===== src/rtl/core/assert_macros.svh =====
// Assertion macros shared by the RTL of the half-duplex UART queue block.
`ifndef ASSERT_MACROS_SVH
`define ASSERT_MACROS_SVH

// A property that must hold at every rising clock edge outside reset.
`define ASSERT_ALWAYS(lbl, clk, rst, prop, msg) \
   lbl: assert property (@(posedge clk) disable iff (rst) (prop)) else $error(msg);

// A condition that must be followed by a consequence at the next edge.
`define ASSERT_NEXT(lbl, clk, rst, ante, cons, msg) \
   lbl: assert property (@(posedge clk) disable iff (rst) (ante) |=> (cons)) else $error(msg);

`endif


===== src/rtl/core/rhdq_pkg.sv =====
// Types and constants of the half-duplex UART queue block.
package rhdq_pkg;

   localparam int BYTE_W  = 8;
   localparam int OP_W    = 3;
   localparam int LEVEL_W = 7;
   localparam int CFG_W   = 16;
   localparam int REQ_W   = 16;
   localparam int RSP_W   = 40;

   // Operation codes carried in the low bits of the request data.
   typedef enum logic [OP_W-1:0] {
      OP_QUEUE_TX = 3'd0,
      OP_START_TX = 3'd1,
      OP_TX_DONE  = 3'd2,
      OP_RX_BYTE  = 3'd3,
      OP_POP_RX   = 3'd4,
      OP_TX_TICK  = 3'd5,
      OP_RX_CHECK = 3'd6
   } op_type;

   // Configuration register indexes.
   localparam logic CSR_TX_END_DELAY  = 1'b0;
   localparam logic CSR_RX_HOLD_TICKS = 1'b1;

   // Command from the controller to one ring.
   typedef struct packed {
      logic              push;
      logic              pop;
      logic              clear;
      logic [BYTE_W-1:0] wdata;
   } ring_cmd_type;

endpackage


===== src/rtl/core/rhdq_ring.sv =====
// Byte ring buffer: synchronous memory plus head, tail and fill count.
module rhdq_ring
   import rhdq_pkg::*;
#(
   parameter int DEPTH = 64,
   localparam int CNT_W = $clog2(DEPTH + 1)
) (
   input  logic              clock,
   input  logic              reset,
   input  ring_cmd_type      cmd_i,
   output logic [BYTE_W-1:0] rd_data_o,
   output logic [CNT_W-1:0]  count_o
);

   localparam int PTR_W = $clog2(DEPTH);

   logic [BYTE_W-1:0] mem [DEPTH];
   logic [BYTE_W-1:0] rd_data_ff;
   logic [PTR_W-1:0]  head_ff, head_in;
   logic [PTR_W-1:0]  tail_ff, tail_in;
   logic [CNT_W-1:0]  count_ff, count_in;

   // Pointer and count updates; a clear returns the ring to empty.
   always_comb begin
      head_in  = head_ff;
      tail_in  = tail_ff;
      count_in = count_ff;
      if (cmd_i.clear) begin
         head_in  = '0;
         tail_in  = '0;
         count_in = '0;
      end else if (cmd_i.push) begin
         head_in  = (head_ff == PTR_W'(DEPTH - 1)) ? '0 : head_ff + 1'b1;
         count_in = count_ff + 1'b1;
      end else if (cmd_i.pop) begin
         tail_in  = (tail_ff == PTR_W'(DEPTH - 1)) ? '0 : tail_ff + 1'b1;
         count_in = count_ff - 1'b1;
      end
   end

   always_ff @(posedge clock) begin
      if (reset) begin
         head_ff  <= '0;
         tail_ff  <= '0;
         count_ff <= '0;
      end else begin
         head_ff  <= head_in;
         tail_ff  <= tail_in;
         count_ff <= count_in;
      end
   end

   // Memory: one write port at the head, one registered read port at the tail.
   always_ff @(posedge clock) begin
      if (cmd_i.push) begin
         mem[head_ff] <= cmd_i.wdata;
      end
      if (cmd_i.pop) begin
         rd_data_ff <= mem[tail_ff];
      end
   end

   assign rd_data_o = rd_data_ff;
   assign count_o   = count_ff;

endmodule


===== src/rtl/core/rs485_half_duplex_uart_queues.sv =====
// Top level of the half-duplex RS-485 UART buffer controller with two rings.
// A request is registered as pending together with its ring read, then its result
// is captured in the result register; a new request waits while one is pending.
// Reset is synchronous and clears pointers, counts, counters, control flags and config.
// Ring memory contents are not cleared; there is no clearing pass after reset.
`include "assert_macros.svh"

module rs485_half_duplex_uart_queues
   import rhdq_pkg::*;
#(
   parameter int TX_DEPTH = 64,
   parameter int RX_DEPTH = 64
) (
   input  logic             clock,
   input  logic             reset,
   // Request channel.
   input  logic             req_tvalid,
   output logic             req_tready,
   input  logic [REQ_W-1:0] req_tdata,  // operation[2:0], data_byte[10:3]
   // Result channel.
   output logic             rsp_tvalid,
   input  logic             rsp_tready,
   output logic [RSP_W-1:0] rsp_tdata,  // send_strobe[0], send_byte[8:1],
                                        // read_valid[9], read_byte[17:10],
                                        // driver_enable[18], sending[19],
                                        // receive_active[20], tx_level[27:21],
                                        // rx_level[34:28], dropped[35]
   // Configuration write port.
   input  logic             csr_we,
   input  logic             csr_index,
   input  logic [CFG_W-1:0] csr_wdata
);

   localparam int TX_CNT_W = $clog2(TX_DEPTH + 1);
   localparam int RX_CNT_W = $clog2(RX_DEPTH + 1);

   ring_cmd_type         tx_cmd, rx_cmd;
   logic [BYTE_W-1:0]    tx_rd_data, rx_rd_data;
   logic [TX_CNT_W-1:0]  tx_count;
   logic [RX_CNT_W-1:0]  rx_count;
   logic                 tx_full, rx_full;

   logic [CFG_W-1:0]     tx_end_delay_ff, rx_hold_ticks_ff;
   logic                 send_ff, send_in;
   logic                 enable_ff, enable_in;
   logic [CFG_W-1:0]     end_cnt_ff, end_cnt_in;
   logic [CFG_W-1:0]     hold_cnt_ff, hold_cnt_in;
   logic                 pend_ff;
   logic                 strobe_ff, strobe_in;
   logic                 read_ff, read_in;
   logic                 drop_ff, drop_in;
   logic                 rsp_valid_ff, rsp_valid_in;
   logic [RSP_W-1:0]     rsp_data_ff, rsp_data_in;

   logic                 accept;
   op_type               op;
   logic [BYTE_W-1:0]    data_byte;
   logic [TX_CNT_W+LEVEL_W-1:0] tx_level_wide;
   logic [RX_CNT_W+LEVEL_W-1:0] rx_level_wide;

   // Transmit and receive rings.
   rhdq_ring #(.DEPTH(TX_DEPTH)) u_tx_ring (
      .clock     (clock),
      .reset     (reset),
      .cmd_i     (tx_cmd),
      .rd_data_o (tx_rd_data),
      .count_o   (tx_count)
   );

   rhdq_ring #(.DEPTH(RX_DEPTH)) u_rx_ring (
      .clock     (clock),
      .reset     (reset),
      .cmd_i     (rx_cmd),
      .rd_data_o (rx_rd_data),
      .count_o   (rx_count)
   );

   assign tx_full = (tx_count == TX_CNT_W'(TX_DEPTH));
   assign rx_full = (rx_count == RX_CNT_W'(RX_DEPTH));

   // Nothing is taken during reset; one request in flight, and the result
   // register must be free or draining.
   assign req_tready = !reset && !pend_ff && (!rsp_valid_ff || rsp_tready);
   assign accept     = req_tvalid && req_tready;
   assign op         = op_type'(req_tdata[OP_W-1:0]);
   assign data_byte  = req_tdata[OP_W +: BYTE_W];

   // Operation decode: ring commands and control state updates.
   always_comb begin
      tx_cmd       = '0;
      rx_cmd       = '0;
      tx_cmd.wdata = data_byte;
      rx_cmd.wdata = data_byte;
      send_in      = send_ff;
      enable_in    = enable_ff;
      end_cnt_in   = end_cnt_ff;
      hold_cnt_in  = hold_cnt_ff;
      strobe_in    = 1'b0;
      read_in      = 1'b0;
      drop_in      = 1'b0;
      if (accept) begin
         case (op)
            OP_QUEUE_TX: begin
               if (tx_full) begin
                  drop_in = 1'b1;
               end else begin
                  tx_cmd.push = 1'b1;
               end
            end
            OP_START_TX, OP_TX_DONE: begin
               if (op == OP_START_TX) begin
                  send_in    = 1'b1;
                  enable_in  = 1'b1;
                  end_cnt_in = tx_end_delay_ff;
               end
               if (tx_count != '0) begin
                  tx_cmd.pop = 1'b1;
                  strobe_in  = 1'b1;
                  end_cnt_in = tx_end_delay_ff;
               end else if (tx_end_delay_ff == '0) begin
                  send_in      = 1'b0;
                  enable_in    = 1'b0;
                  tx_cmd.clear = 1'b1;
               end
            end
            OP_RX_BYTE: begin
               if (send_ff || rx_full) begin
                  drop_in = 1'b1;
               end else begin
                  rx_cmd.push = 1'b1;
                  hold_cnt_in = rx_hold_ticks_ff;
               end
            end
            OP_POP_RX: begin
               if (rx_count != '0) begin
                  rx_cmd.pop = 1'b1;
                  read_in    = 1'b1;
               end
            end
            OP_TX_TICK: begin
               if (end_cnt_ff == '0) begin
                  send_in      = 1'b0;
                  enable_in    = 1'b0;
                  tx_cmd.clear = 1'b1;
               end else begin
                  end_cnt_in = end_cnt_ff - 1'b1;
               end
            end
            OP_RX_CHECK: begin
               if (hold_cnt_ff != '0) begin
                  hold_cnt_in = hold_cnt_ff - 1'b1;
               end
            end
            default: begin
            end
         endcase
      end
   end

   // Control state and configuration registers.
   always_ff @(posedge clock) begin
      if (reset) begin
         send_ff          <= 1'b0;
         enable_ff        <= 1'b0;
         end_cnt_ff       <= '0;
         hold_cnt_ff      <= '0;
         pend_ff          <= 1'b0;
         tx_end_delay_ff  <= '0;
         rx_hold_ticks_ff <= '0;
      end else begin
         send_ff     <= send_in;
         enable_ff   <= enable_in;
         end_cnt_ff  <= end_cnt_in;
         hold_cnt_ff <= hold_cnt_in;
         pend_ff     <= accept;
         if (csr_we) begin
            case (csr_index)
               CSR_TX_END_DELAY:  tx_end_delay_ff  <= csr_wdata;
               CSR_RX_HOLD_TICKS: rx_hold_ticks_ff <= csr_wdata;
               default: begin
               end
            endcase
         end
      end
   end

   // Per-request flags, registered on accept alongside the ring read data.
   always_ff @(posedge clock) begin
      if (accept) begin
         strobe_ff <= strobe_in;
         read_ff   <= read_in;
         drop_ff   <= drop_in;
      end
   end

   // Result assembly from the read data and the state after the step.
   assign tx_level_wide = {{LEVEL_W{1'b0}}, tx_count};
   assign rx_level_wide = {{LEVEL_W{1'b0}}, rx_count};

   always_comb begin
      rsp_data_in = {
         {(RSP_W - 36){1'b0}},
         drop_ff,
         rx_level_wide[LEVEL_W-1:0],
         tx_level_wide[LEVEL_W-1:0],
         (hold_cnt_ff != '0),
         send_ff,
         enable_ff,
         read_ff ? rx_rd_data : {BYTE_W{1'b0}},
         read_ff,
         strobe_ff ? tx_rd_data : {BYTE_W{1'b0}},
         strobe_ff
      };
      rsp_valid_in = pend_ff ? 1'b1 : (rsp_tready ? 1'b0 : rsp_valid_ff);
   end

   // Result output register.
   always_ff @(posedge clock) begin
      if (reset) begin
         rsp_valid_ff <= 1'b0;
      end else begin
         rsp_valid_ff <= rsp_valid_in;
      end
   end

   always_ff @(posedge clock) begin
      if (pend_ff) begin
         rsp_data_ff <= rsp_data_in;
      end
   end

   assign rsp_tvalid = rsp_valid_ff;
   assign rsp_tdata  = rsp_data_ff;

   // Driver enable and the sending flag are raised and released together.
   `ASSERT_ALWAYS(a_enable_tracks_send, clock, reset, enable_ff == send_ff, "driver enable and sending flag differ")
   // A request in flight always produces a result in the next cycle.
   `ASSERT_NEXT(a_pend_to_result, clock, reset, pend_ff, rsp_valid_ff, "pending request produced no result")
   // Fill counts never exceed the ring depths.
   `ASSERT_ALWAYS(a_tx_count_bound, clock, reset, tx_count <= TX_CNT_W'(TX_DEPTH), "transmit ring overfilled")
   `ASSERT_ALWAYS(a_rx_count_bound, clock, reset, rx_count <= RX_CNT_W'(RX_DEPTH), "receive ring overfilled")

endmodule


===== config.mk =====
export PLATFORM = sky130hd
export DESIGN_NAME = rs485_half_duplex_uart_queues
export DESIGN_NICKNAME = d
export VERILOG_FILES = /design/src/rtl/core/rhdq_pkg.sv /design/src/rtl/core/rhdq_ring.sv /design/src/rtl/core/rs485_half_duplex_uart_queues.sv
export VERILOG_INCLUDE_DIRS = /design/src /design/src/rtl/core
export SDC_FILE = /design/constraint.sdc
export NUM_CORES = 1
export LEC_CHECK = 0
export BUFFER_PORTS_ARGS = -buffer_cell sky130_fd_sc_hd__buf_2
export CAP_MARGIN = 25
export CORE_UTILIZATION = 55
export CTS_CLUSTER_SIZE = 30
export DETAILED_ROUTE_END_ITERATION = 10
export GPL_TIMING_DRIVEN = 0
export PLACE_DENSITY = 0.76
export SLEW_MARGIN = 25
export SYNTH_ARGS = -nofsm -noshare
export SYNTH_HDL_FRONTEND = slang
export SYNTH_HIERARCHICAL = 1
export SYNTH_SLANG_ARGS = --single-unit

===== constraint.sdc =====
create_clock -name clock -period 4.3 [get_ports clock]
set_clock_uncertainty 0.2 [all_clocks]
set_input_delay 0.86 -clock clock [delete_from_list [all_inputs] [get_ports clock]]
set_output_delay 0.86 -clock clock [all_outputs]
set_load 0.02 [all_outputs]

* Word-level counts from Yosys, hierarchy flattened
Memories as Yosys holds them, arrays and structs flattened. A register that Yosys moved wholly into a read port is not among the register bits.
Index checks and enable logic that the tools add are counted.
** Operators by class
- $add $sub $neg :: 10
- Equal/unequal tests :: 17
- Muxes and demuxes :: 47
- Bitwise gates (word level) :: 3
- Reduce and logical (&&, ||, !) cells :: 28
** Operator list (count)
- $mux W16 :: 5
- $pmux W16 S2 :: 2
- $logic_not A16 Y1 :: 2
- $sub A16 B1 Y16 const B :: 2
- $mux W7 :: 4
- $mux W1 :: 26
- $add A6 B1 Y6 const B :: 4
- $eq A6 B6 Y1 const B :: 4
- $mux W6 :: 4
- $reduce_bool A16 Y1 :: 1
- $add A7 B1 Y7 const B :: 2
- $eq A7 B7 Y1 const B :: 2
- $reduce_bool A7 Y1 :: 2
- $sub A7 B1 Y7 const B :: 2
- $reduce_bool A2 Y1 :: 5
- $eq A3 B3 Y1 const B :: 3
- $ne A2 B2 Y1 const B :: 4
- $pmux W1 S2 :: 4
- $reduce_and A2 Y1 :: 4
- $reduce_and A4 Y1 :: 2
- $eq A3 B2 Y1 const B :: 2
- $reduce_or A2 Y1 :: 2
- $eq A3 B1 Y1 const B :: 1
- $logic_and A1 B1 Y1 :: 3
- other kinds (8) :: 13
** Word-level totals
- Register bits :: 145
- Memory bits (writable) :: 1024
- Bits of input ports :: 38
- Output and inout port bits :: 42
- Logic and storage cells :: 127
- Memories :: 2
** Memory list
- u_rx_ring.mem :: depth 64, width 8, rd ports 1, clocked after memory_dff 1, write ports 1, RTL line rhdq_ring.sv:17 : logic [BYTE_W-1:0] mem [DEPTH];
- u_tx_ring.mem :: depth 64, width 8, rd ports 1, clocked after memory_dff 1, write ports 1, RTL line rhdq_ring.sv:17

* Longest topological paths before layout
- Depth in word-level cells :: 7
- Gate-level depth with buffers :: 13

* By module
The synthesis kept the hierarchy.
** Modules (own cells, without submodules)
- rhdq_ring :: instances 2, cells an instance 1086, area an instance 21116.5 sq um
- rs485_half_duplex_uart_queues :: instances 1, cells an instance 555, area an instance 4847.1 sq um

* Worst setup path after synthesis
OpenSTA, ideal clock, no wires.
- Kind :: input -> register
- Start :: input port req_tdata[1]
- End :: register u_tx_ring.count_ff[6] (netlist: u_tx_ring/count_o[6])
- Setup time :: 0.078 ns
- Arrival time :: 3.671 ns
- Data required time :: 4.022 ns
- Slack :: 0.351 ns
- Stages :: 12
- Buffers on the path :: 2
- Cell sequence :: clkbuf_1 > nor2_1 > inv_1 > a2111oi_0 > clkbuf_1 > inv_1 > fa_1 > a21o_1 > a21oi_1 > nor3_1 > o31a_1 > nor3_1
** RTL lines
- from (decl) :: RTL line rs485_half_duplex_uart_queues.sv:19 : input logic [REQ_W-1:0] req_tdata,
- to (signal assigned) :: RTL line rhdq_ring.sv:49 : count_ff <= count_in;
- to (decl) :: RTL line rhdq_ring.sv:21 : logic [CNT_W-1:0] count_ff, count_in;

==> run_results.csv <==
group,metric,value,unit
run_status,outcome,"finished, violations left",
run_status,violations,"setup timing",
sta,rsz0062_at_grt,"yes",
die,die_area,0.0868,mm2
place,dp_hpwl,71.3,mm
pwr,power,22.5,mW
logic_synthesis,postSynthAreaPerCell,17.3,um2
worst_setup_path,critical_path_arrival,4.46,ns
logic_synthesis,ys_seq_area_share,73.3,%
grt,grtUsageTotal,25.4,%
place,dp_cells,3941,
clocking,cts.sinks,1185,
cells_and_area,nFillCells,5622,
worst_setup_path,start_kind,"input port",
sta,setup-tns-final,-1.40,ns
clocking,clk_latency,0.67,ns
cells_and_area,nNetsFinal,2976,
logic_synthesis,synth.cell_area,0.0471,mm2
pwr,power_leakage,16.3,nW
die,row_count,106,
sta,fin_crit_sh,101,%
sta,period_needed,4.36,ns
sta,final-setup-viol-count,61,
cells_and_area,antennaDiodeCount,0,
place,gp_congestion,0.970,
logic_synthesis,synth_edf_count,1079,
worst_setup_path,path_max_fanout,10,
sta,timing.final.ws_setup,-0.0571,ns
grt,gr-total-overflow,0,
die,start_util,55.9,%
worst_setup_path,crit_type,"input port to flop",
clocking,cts_root_buffer,"clkbuf_16",
place,dpl-instance-area,0.0492,mm2
routing,via_per_inst,6.41,
grt,grt_pass1_wl,163,mm
worst_setup_path,critPathCaptureType,"flop",
die,core_area,0.0842,mm2
clocking,cts_max_level,3,
routing,drt_first_pass_iters,6,
cells_and_area,fin_area,0.0531,mm2
grt,grt_pass1_vias,26100,
routing,drt_iter0_markers,3141,
routing,drc_errors,0,
logic_synthesis,syn_inst,2727,
place,numPortBuffers,67,
routing,num_vias,26600,
logic_synthesis,ys_ff_latch,1185,
clocking,clockBufferDepth,3,
logic_synthesis,asyncSetResetFlopFracSynth,0,%
worst_setup_path,r2r_slack,0,ns
sta,slew_headroom,36.7,%
sta,whs,0.251,ns
routing,wire_per_inst,26.5,um
clocking,holdBufCountCts,0,
sta,tightest_slew,0.943,ns
logic_synthesis,synth_cell_types,66,
min_path,hp-class,"input port to flop",
routing,wirelength,110,mm
clocking,cts_buffers,110,
logic_synthesis,ys.flop_type,"edfxtp_1",
cells_and_area,drive_gt1_share,21.0,%
sta,fmax,230,MHz
die,die_w,295,um
worst_setup_path,critPathRequiredTime,4.41,ns
place,pre_cts_ws,-1.21,ns
routing,drtAntennaViolNets,0,
pwr,ir_drop,0.406,mV
clocking,cts_tree,"built",
cells_and_area,syn_to_final_growth,12.7,%
cells_and_area,stdcell_count,4146,
sta,drv_slew,0,
clocking,clkTransAtPathRegs,0.06,ns
cells_and_area,final_core_util,63.0,%
grt,antenna_found_initial,2,
logic_synthesis,yosysWarningCount,6,
run,drv_cap,0,
sta,finalHoldViolCount,0,
grt,grt_max_degree,93,
pwr,cellPowerDensity,423,mW/mm2
die,fp.dieH,295,um
die,pin_count,80,
==> critical path, cell delays in order <==
cell,delay [ns]
buf_2,0.16
clkbuf_1,0.22
nor2_1,0.16
nand3b_1,0.26
a2111oi_4,0.42
clkbuf_1,0.42
clkbuf_1,0.58
nand3_1,0.70
nor2_2,0.65
==> final timing paths <==
path / depth (start not counted) / end / start
setup / recovery: 9 / u_tx_ring/mem[61][5] / reset
hold / removal: 3 / tx_end_delay_ff[13] / csr_wdata[13]
setup reg to reg: 7 / u_tx_ring/mem[61][5] / pend_ff
hold reg to reg: 0 / rsp_tdata[18] / enable_ff
==> repair_timing <==
action | CTS | global route
resized for setup | 64 | 64
buffers inserted | 0 | 1
endpoints found under the setup margin | 770 | 884
==> state kept, by name, summed over array words and instances, names as in the netlist <==
signal	count
tx_end_delay_ff	16
send_ff	1
pend_ff	1
u_tx_ring/count_o	7
rsp_tvalid	1
u_tx_ring/rd_data_o	8
drop_ff	1
enable_ff	1
rx_hold_ticks_ff	16
strobe_ff	1
u_rx_ring/mem	512
u_tx_ring/mem	512
u_rx_ring/count_o	7
rsp_tdata	36
u_rx_ring/rd_data_o	8
u_rx_ring/head_ff	6
hold_cnt_ff	16
read_ff	1
u_tx_ring/head_ff	6
end_cnt_ff	16
u_rx_ring/tail_ff	6
u_tx_ring/tail_ff	6
==> report_power, final <==
part	internal (mW)	switching, mW
Clock	5.27	4.08
Sequential	12.6	0.0409
Combinational	0.133	0.362
==> placed cells by master (no fill, tap or decap), types with 82 or more instances in the layout <==
master and instances:
edfxtp_1 1079, mux4_2 224, nand2_1 190, nor2_1 132, clkbuf_16 110, clkbuf_1 107, dfxtp_1 105, buf_2 99
a21oi_1 95, mux2i_1 82
==> cells by family (layout without fill, tap and decap cells) <==
| family | after synthesis | in the layout | share of synthesized area [%] |
|---|---|---|---|
| DFF | 1185 | 1185 | 73.3 |
| and+or+nand+nor | 651 | 651 | 6.38 |
| AOI/OAI and AO/OA | 360 | 360 | 5.11 |
| muxes | 307 | 307 | 12.5 |
| buffers and inverters | 183 | 463 | 1.77 |
| xor gates and xnor gates | 22 | 22 | 0.409 |
| adders and majority gates | 18 | 18 | 0.510 |
| other | 1 | 6 | 0.00797 |
==> cell usage after synthesis, types with 3 or more instances <==
| cell type | count | area, um2 |
|---|---|---|
| xnor2_1 | 8 | 70.1 |
| a22oi_1 | 81 | 608 |
| edfxtp_1 | 1079 | 32400 |
| a31oi_1 | 10 | 62.6 |
| inv_1 | 17 | 63.8 |
| mux4_2 | 224 | 5040 |
| xor2_1 | 14 | 123 |
| o211ai_1 | 3 | 22.5 |
| nand3_1 | 30 | 150 |
| or3b_2 | 4 | 35.0 |
| clkbuf_1 | 85 | 319 |
| ha_1 | 16 | 200 |
| dfxtp_1 | 106 | 2120 |
| or3_1 | 5 | 31.3 |
| a21o_1 | 11 | 82.6 |
| o21ai_0 | 49 | 245 |
| o22ai_1 | 16 | 100 |
| and2_1 | 28 | 175 |
| buf_2 | 40 | 200 |
| o21ai_1 | 9 | 45.0 |
| a21oi_1 | 95 | 475 |
| nor4_1 | 14 | 87.6 |
| nor2_1 | 213 | 800 |
| mux2i_1 | 82 | 821 |
| nand2_1 | 193 | 724 |
| a311o_1 | 4 | 40.0 |
| a211oi_1 | 4 | 30.0 |
| nand2b_1 | 15 | 93.8 |
| a22o_1 | 17 | 149 |
| nor3_1 | 62 | 310 |
| nor2b_1 | 24 | 150 |
| and3_1 | 19 | 119 |
| nand4_1 | 10 | 62.6 |
| buf_6 | 8 | 90.1 |
| o31ai_1 | 18 | 135 |
| o221ai_1 | 16 | 140 |
| or4_1 | 9 | 67.6 |
| nand3b_1 | 11 | 82.6 |
| buf_4 | 10 | 75.1 |
| or2_2 | 5 | 31.3 |
| o21a_1 | 4 | 30.0 |
| nor4b_1 | 4 | 35.0 |
| buf_1 | 22 | 82.6 |
==> routing by layer <==
metal  part of all wire, %  vias up  track usage [%]
met5                     0        -                0
met1                    38    13500             35.3
li1                      -    11200                -
met3                   9.2      296             4.11
met4                   4.6        0             10.8
met2                    48     1599             40.4
==> cell type report <==
class | count | area [um2] | share of cell area, %
well taps | 1134 | 1420 | 2.67
repair buffers | 76 | 626 | 1.18
clock buffers | 136 | 2870 | 5.41
inverters | 18 | 67.6 | 0.127
clock inverters | 68 | 579 | 1.09
plain buffers | 165 | 769 | 1.45
flip-flops and latches | 1185 | 34500 | 65.1
multi-input cells | 1364 | 12200 | 23.0
(Power assumes the default switching activity.)
